**config.mk**
```make
export PLATFORM = sky130hd
export DESIGN_NAME = dmwbc_ctrl
export DESIGN_NICKNAME = d
export VERILOG_FILES = /design/src/design/dmwbc_pkg.sv /design/src/design/dmwbc_ctrl.sv
export SDC_FILE = /design/constraint.sdc
export NUM_CORES = 1
export LEC_CHECK = 0
export BUFFER_PORTS_ARGS = -buffer_cell sky130_fd_sc_hd__buf_2
export CORE_AREA = 2 2 39 41
export DETAILED_ROUTE_END_ITERATION = 10
export DIE_AREA = 0 0 41 43
export GPL_TIMING_DRIVEN = 1
export PLACE_DENSITY = 0.52
export SLEW_MARGIN = 0
export SYNTH_ARGS = -nofsm -noshare
export SYNTH_HDL_FRONTEND = slang
export SYNTH_SLANG_ARGS = --single-unit
```
**constraint.sdc**
```tcl
create_clock -name i_clk -period 1.5 [get_ports i_clk]
set_input_delay 0.15 -clock i_clk [delete_from_list [all_inputs] [get_ports i_clk]]
set_output_delay 0.15 -clock i_clk [all_outputs]
set_load 0.01 [all_outputs]
```
**src/design/dmwbc_pkg.sv**
```systemverilog
// shared types, codes and default sizes for the direct-mapped write-back cache
// no dependencies; imported by every other design file of the block except dmwbc_checker
`default_nettype none

package dmwbc_pkg;

    localparam int unsigned DEF_INDEX_BITS       = 4;
    localparam int unsigned DEF_WORD_SELECT_BITS = 2;
    localparam int unsigned DEF_LINE_OFFSET_BITS = 4;
    localparam int unsigned DEF_ADDR_BITS        = 14;

    localparam int unsigned DATA_W  = 32;
    localparam int unsigned COUNT_W = 32;

    typedef enum logic [1:0] {
        OP_READ  = 2'd0,
        OP_WRITE = 2'd1,
        OP_LOAD  = 2'd2,
        OP_NONE  = 2'd3
    } t_op;

    // line status codes, code three is never written and reads as valid clean
    localparam logic [1:0] LS_INVALID = 2'd0;
    localparam logic [1:0] LS_CLEAN   = 2'd1;
    localparam logic [1:0] LS_DIRTY   = 2'd2;

    typedef struct packed {
        logic clr_step;
        logic capture;
        logic tag_rd;
        logic load_wr;
        logic decide;
        logic hit_rd;
        logic hit_wr;
        logic take_line;
        logic cnt_clr;
        logic wb_rd;
        logic fill_rd;
        logic tag_wr;
        logic out_load;
    } t_dp_cmd;

    typedef struct packed {
        t_op  op;
        logic hit;
        logic victim_dirty;
        logic cnt_done;
        logic clr_done;
        logic out_free;
    } t_dp_sts;

endpackage

`default_nettype wire

```
**src/design/dmwbc_ctrl.sv**
```systemverilog
// cache controller state machine: clear sweep, lookup, write-back, fill, respond
// depends on dmwbc_pkg; commands dmwbc_datapath
`default_nettype none

module dmwbc_ctrl
    import dmwbc_pkg::*;
(
    input  wire logic    i_clk,
    input  wire logic    i_rst_n,
    input  wire logic    i_req_valid,
    output logic         o_req_ready,
    input  wire t_dp_sts i_sts,
    output t_dp_cmd      o_cmd
);

    typedef enum logic [2:0] {
        S_CLEAR,
        S_IDLE,
        S_DISPATCH,
        S_LOOKUP,
        S_HIT_DATA,
        S_WB,
        S_FILL,
        S_RESP
    } t_state;

    t_state r_state;
    t_state n_state;

    always_comb begin
        n_state     = r_state;
        o_cmd       = '0;
        o_req_ready = 1'b0;
        unique case (r_state)
            S_CLEAR: begin
                o_cmd.clr_step = 1'b1;
                if (i_sts.clr_done) begin
                    n_state = S_IDLE;
                end
            end
            S_IDLE: begin
                o_req_ready = 1'b1;
                if (i_req_valid) begin
                    o_cmd.capture = 1'b1;
                    n_state       = S_DISPATCH;
                end
            end
            S_DISPATCH: begin
                unique case (i_sts.op) inside
                    OP_READ, OP_WRITE: begin
                        o_cmd.tag_rd = 1'b1;
                        n_state      = S_LOOKUP;
                    end
                    OP_LOAD: begin
                        o_cmd.load_wr = 1'b1;
                        n_state       = S_RESP;
                    end
                    default: begin
                        n_state = S_RESP;
                    end
                endcase
            end
            S_LOOKUP: begin
                o_cmd.decide = 1'b1;
                if (i_sts.hit) begin
                    if (i_sts.op == OP_WRITE) begin
                        o_cmd.hit_wr = 1'b1;
                        n_state      = S_RESP;
                    end else begin
                        o_cmd.hit_rd = 1'b1;
                        n_state      = S_HIT_DATA;
                    end
                end else if (i_sts.victim_dirty) begin
                    n_state = S_WB;
                end else begin
                    n_state = S_FILL;
                end
            end
            S_HIT_DATA: begin
                o_cmd.take_line = 1'b1;
                n_state         = S_RESP;
            end
            S_WB: begin
                if (!i_sts.cnt_done) begin
                    o_cmd.wb_rd = 1'b1;
                end else begin
                    o_cmd.cnt_clr = 1'b1;
                    n_state       = S_FILL;
                end
            end
            S_FILL: begin
                if (!i_sts.cnt_done) begin
                    o_cmd.fill_rd = 1'b1;
                end else begin
                    o_cmd.tag_wr = 1'b1;
                    n_state      = S_RESP;
                end
            end
            S_RESP: begin
                if (i_sts.out_free) begin
                    o_cmd.out_load = 1'b1;
                    n_state        = S_IDLE;
                end
            end
            default: begin
                n_state = S_IDLE;
            end
        endcase
    end

    always_ff @(posedge i_clk) begin
        if (!i_rst_n) begin
            r_state <= S_CLEAR;
        end else begin
            r_state <= n_state;
        end
    end

endmodule

`default_nettype wire

```
# Word level (Yosys, flattened, before mapping)
# Cells that the tools add are included.
word_totals:
  ff_bits: 3
  latch_bits: 0
  mem_bits_rw: 0
  mem_bits_ro: 0
  input_bits: 10
  elab_cells: 47
  n_memories: 0
classes:
  n_addsub: 0
  mul: 0
  n_div: 0
  n_lt_le_gt_ge: 0
  eq_ne: 14
  shifts: 0
  mux: 28
  bitwise_logic: 0
  n_reduce_logical: 4
ops:
  columns: ["op", "count"]
  rows:
  - ["$mux W3", 8]
  - ["$pmux W3 S8", 1]
  - ["$mux W1", 13]
  - ["$eq A3 B3 Y1 const B", 4]
  - ["$mux W2", 6]
  - ["$ne A2 B2 Y1 const B", 5]
  - ["$eq A3 B2 Y1 const B", 2]
  - ["$reduce_and A5 Y1", 1]
  - ["$eq A3 B1 Y1 const B", 1]
  - ["$logic_not A3 Y1", 1]
  - ["$eq A2 B1 Y1 const B", 1]
  - ["$eq A2 B2 Y1 const B", 1]
  - ["$logic_not A2 Y1", 1]
  - ["$reduce_or A2 Y1", 1]

# Depth between registers and ports, before layout
depth:
  depth_word: 4
  ltp_mapped: 5
  ltp_nobuf: 4

# Worst setup path after synthesis
# Ideal clock, no wire load.
synth_timing:
  kind: "reg2out"
  from: "register r_state[0]"
  to: "output port o_cmd[7] in the netlist's numbering"
  arrival_time_ns: 1.050
  slack_ns: 0.300
  stages_incl_launch_ff: 5
  path_buffers: 1
  cell_sequence: "dfxtp_1 > buf_2 > nand2_1 > nor2_1 > and3_1"
synth_lines:
  columns: ["element", "line_no", "rtl"]
  rows:
  - ["start: declaration", "dmwbc_ctrl.sv:27", "t_state r_state;"]
  - ["start signal: assignment", "dmwbc_ctrl.sv:115", "r_state <= n_state;"]
  - ["end: declaration", "dmwbc_ctrl.sv:13", "output t_dp_cmd o_cmd"]

==> metrics.cfg <==
[routing]
drc = 0
ant_nets = 0
first_iter_violations = 6
viasPerCell = 4.791
drt-total-wl_um = 904
firstDrtPassIters = 3
drt-wirelength-per-cell_um = 9.934
vias = 436

[synthesis]
seq_area_frac_synth_pct = 17.20
synth_most_common_cell = nor2_1
syn-num-nets = 61
ys.flop_type = dfxtp_1
synth-seq-cells = 3
syn_avg_cell_area_um2 = 6.845
synthArstFlopShare_pct = 0
synthCells = 51
syn_area_um2 = 349.1
yosysUniqueCellTypes = 22
synth_top_area_share_pct = 17.20
synth_top_area_cell = dfxtp_1
synth-edff-count = 0
synth_commonest_cells = 8 x nor2_1, 6 x nand2_1, 5 x nor3_1
synthTopCellsByArea = dfxtp_1 17%, mux2i_1 8.6%, nor2_1 8.6%
synth_warnings = 0

[clocking]
cts_tree = yes
cts_hold_buf = 0
clk_latency_ns = 0.23
clkTransAtPathRegs_ns = 0.04
cts_resized = 0
htree_levels = 1
clock_sinks = 3
numCtsBuffers = 3
ctsRootBufferMaster = clkbuf_4
clk_path_buf_depth = 2
post-cts-setup-buffer-count = 0

[pwr]
p_leak_nw = 0.2646
vdd_ir_drop_max_mv = 0.4612
power_density_nw_per_um2 = 1347

[timing]
fin_crit_ns = 1.363
rsz0062_at_grt = false
hold_viol_final = 0
drv_slew = 0
clock.fmax_ghz = 0.7337
worst_hold_slack_ns = 0.1922
tightest_slew_ns = 0.2850
setup_viol = 0
fin_skew_ns = 0.0004311
slew_headroom_pct = 81.00
finalSetupTns_ns = 0
fin_crit_sh_pct = 90.86

[floorplan]
rows = 14
pin_count = 24
coreArea_um2 = 1384
die-area_um2 = 1763
die_w_um = 41
initial_core_util_pct = 25.23
die_y_um = 43

[global_routing]
gr-total-overflow = 0
first_global_vias = 307
grt_pass1_wl_um = 1345
grt_usage_pct = 11.11
grt_max_degree = 15
antenna_found_initial = 0

[worst_setup_path]
arrival_ns = 1.21
cp_max_fo = 11
cp-end-kind = output pin
crit_path_start_kind = register
crit_required_ns = 1.35
critPathKind = reg2out

[placed_design]
gp_congestion = 0.6886
dp_hpwl_um = 695.8
port_buffers = 23

[finish]
area_growth_pct = 41.94
largest_register = r_state
largest_register_ffs = 3
top_regs = r_state (3)
antennaDiodeCount = 0
num-nets-final = 86
fin_util_pct = 35.80
layout-drive-gt1-share_pct = 42.67

[min_path]
hold_path.class = in2reg

[outcome]
outcome = completed

[run]
maxCapViolCount = 0

==> stage by stage <==
step	area (um2)	std cells	setup slack [ns]	total power (W)
floorplan	349.1	51	0.3002	0.0004305
CTS	491.7	91	0.003699	0.0006706
detailed placement	465.4	87	0.1596	0.0005205
global placement	465.4	87	0.1549	0.0005197
global route	495.5	91	0.03831	0.0007337
finish	495.5	91	0.1371	0.0006675
==> worst paths after layout <==
path	from	end	slack [ns]	depth (start not counted)
setup reg to reg	r_state[1]$_SDFFE_PN0P_	r_state[1]$_SDFFE_PN0P_	0.26	5
setup / recovery	r_state[1]$_SDFFE_PN0P_	o_cmd[11]	0.14	4
hold / removal	i_rst_n	r_state[0]$_SDFFE_PN0P_	0.19	3
hold reg to reg	r_state[1]$_SDFFE_PN0P_	r_state[0]$_SDFFE_PN0P_	0.57	2
==> layer usage <==
metal / vias to the layer above / routed length (um) / track usage (%)
met4: 0 / 0 / 4.000
met5: - / 0 / 0
met1: 194 / 454 / 15.92
met2: 9 / 402 / 14.37
li1: 233 / - / -
met3: 0 / 47 / 4.712
==> logic make-up (layout without fill, tap and decap cells) <==
| group | after synthesis | in the layout | share of synthesized area [%] |
|---|---|---|---|
| compound gates | 9 | 9 | 19.00 |
| mux | 4 | 4 | 12.90 |
| flops | 3 | 3 | 17.20 |
| buf+inv | 6 | 30 | 9.677 |
| simple gates | 29 | 29 | 41.22 |
==> power by group <==
part	switching, W	leakage, nW	total (W)	internal (W)
combinational	0.000162	0.224	0.000326	0.000165
sequential	0.0000842	0.0258	0.000198	0.000114
clock	0.0000427	0.0150	0.000142	0.0000998
==> cell usage in the layout, fill, tap and decap left out, drive strengths merged, types with 2 or more instances in the layout <==
cell type	count
a31oi	2
and3	2
buf	24
clkbuf	4
dfxtp	3
inv	2
mux2i	3
nand2	6
nand2b	3
nand3b	2
nor2	8
nor3	5
o21ai	2
==> worst max-delay path: stages, from the launching register on <==
cell and delay [ns]:
dfxtp_2 0.40, buf_4 0.20, nor2_1 0.07, and3_1 0.19
buf_2 0.13
==> cell type report <==
| cell class | count | area, um2 |
|---|---|---|
| Fill cell | 164 | 888.4 |
| Multi-Input combinational cell | 42 | 255.2 |
| Timing Repair Buffer | 24 | 122.6 |
| Sequential cell | 3 | 63.81 |
| Clock buffer | 4 | 26.28 |
| Tap cell | 16 | 20.02 |
| Inverter | 2 | 7.507 |
Note: power is estimated with default switching activity, not from simulation.
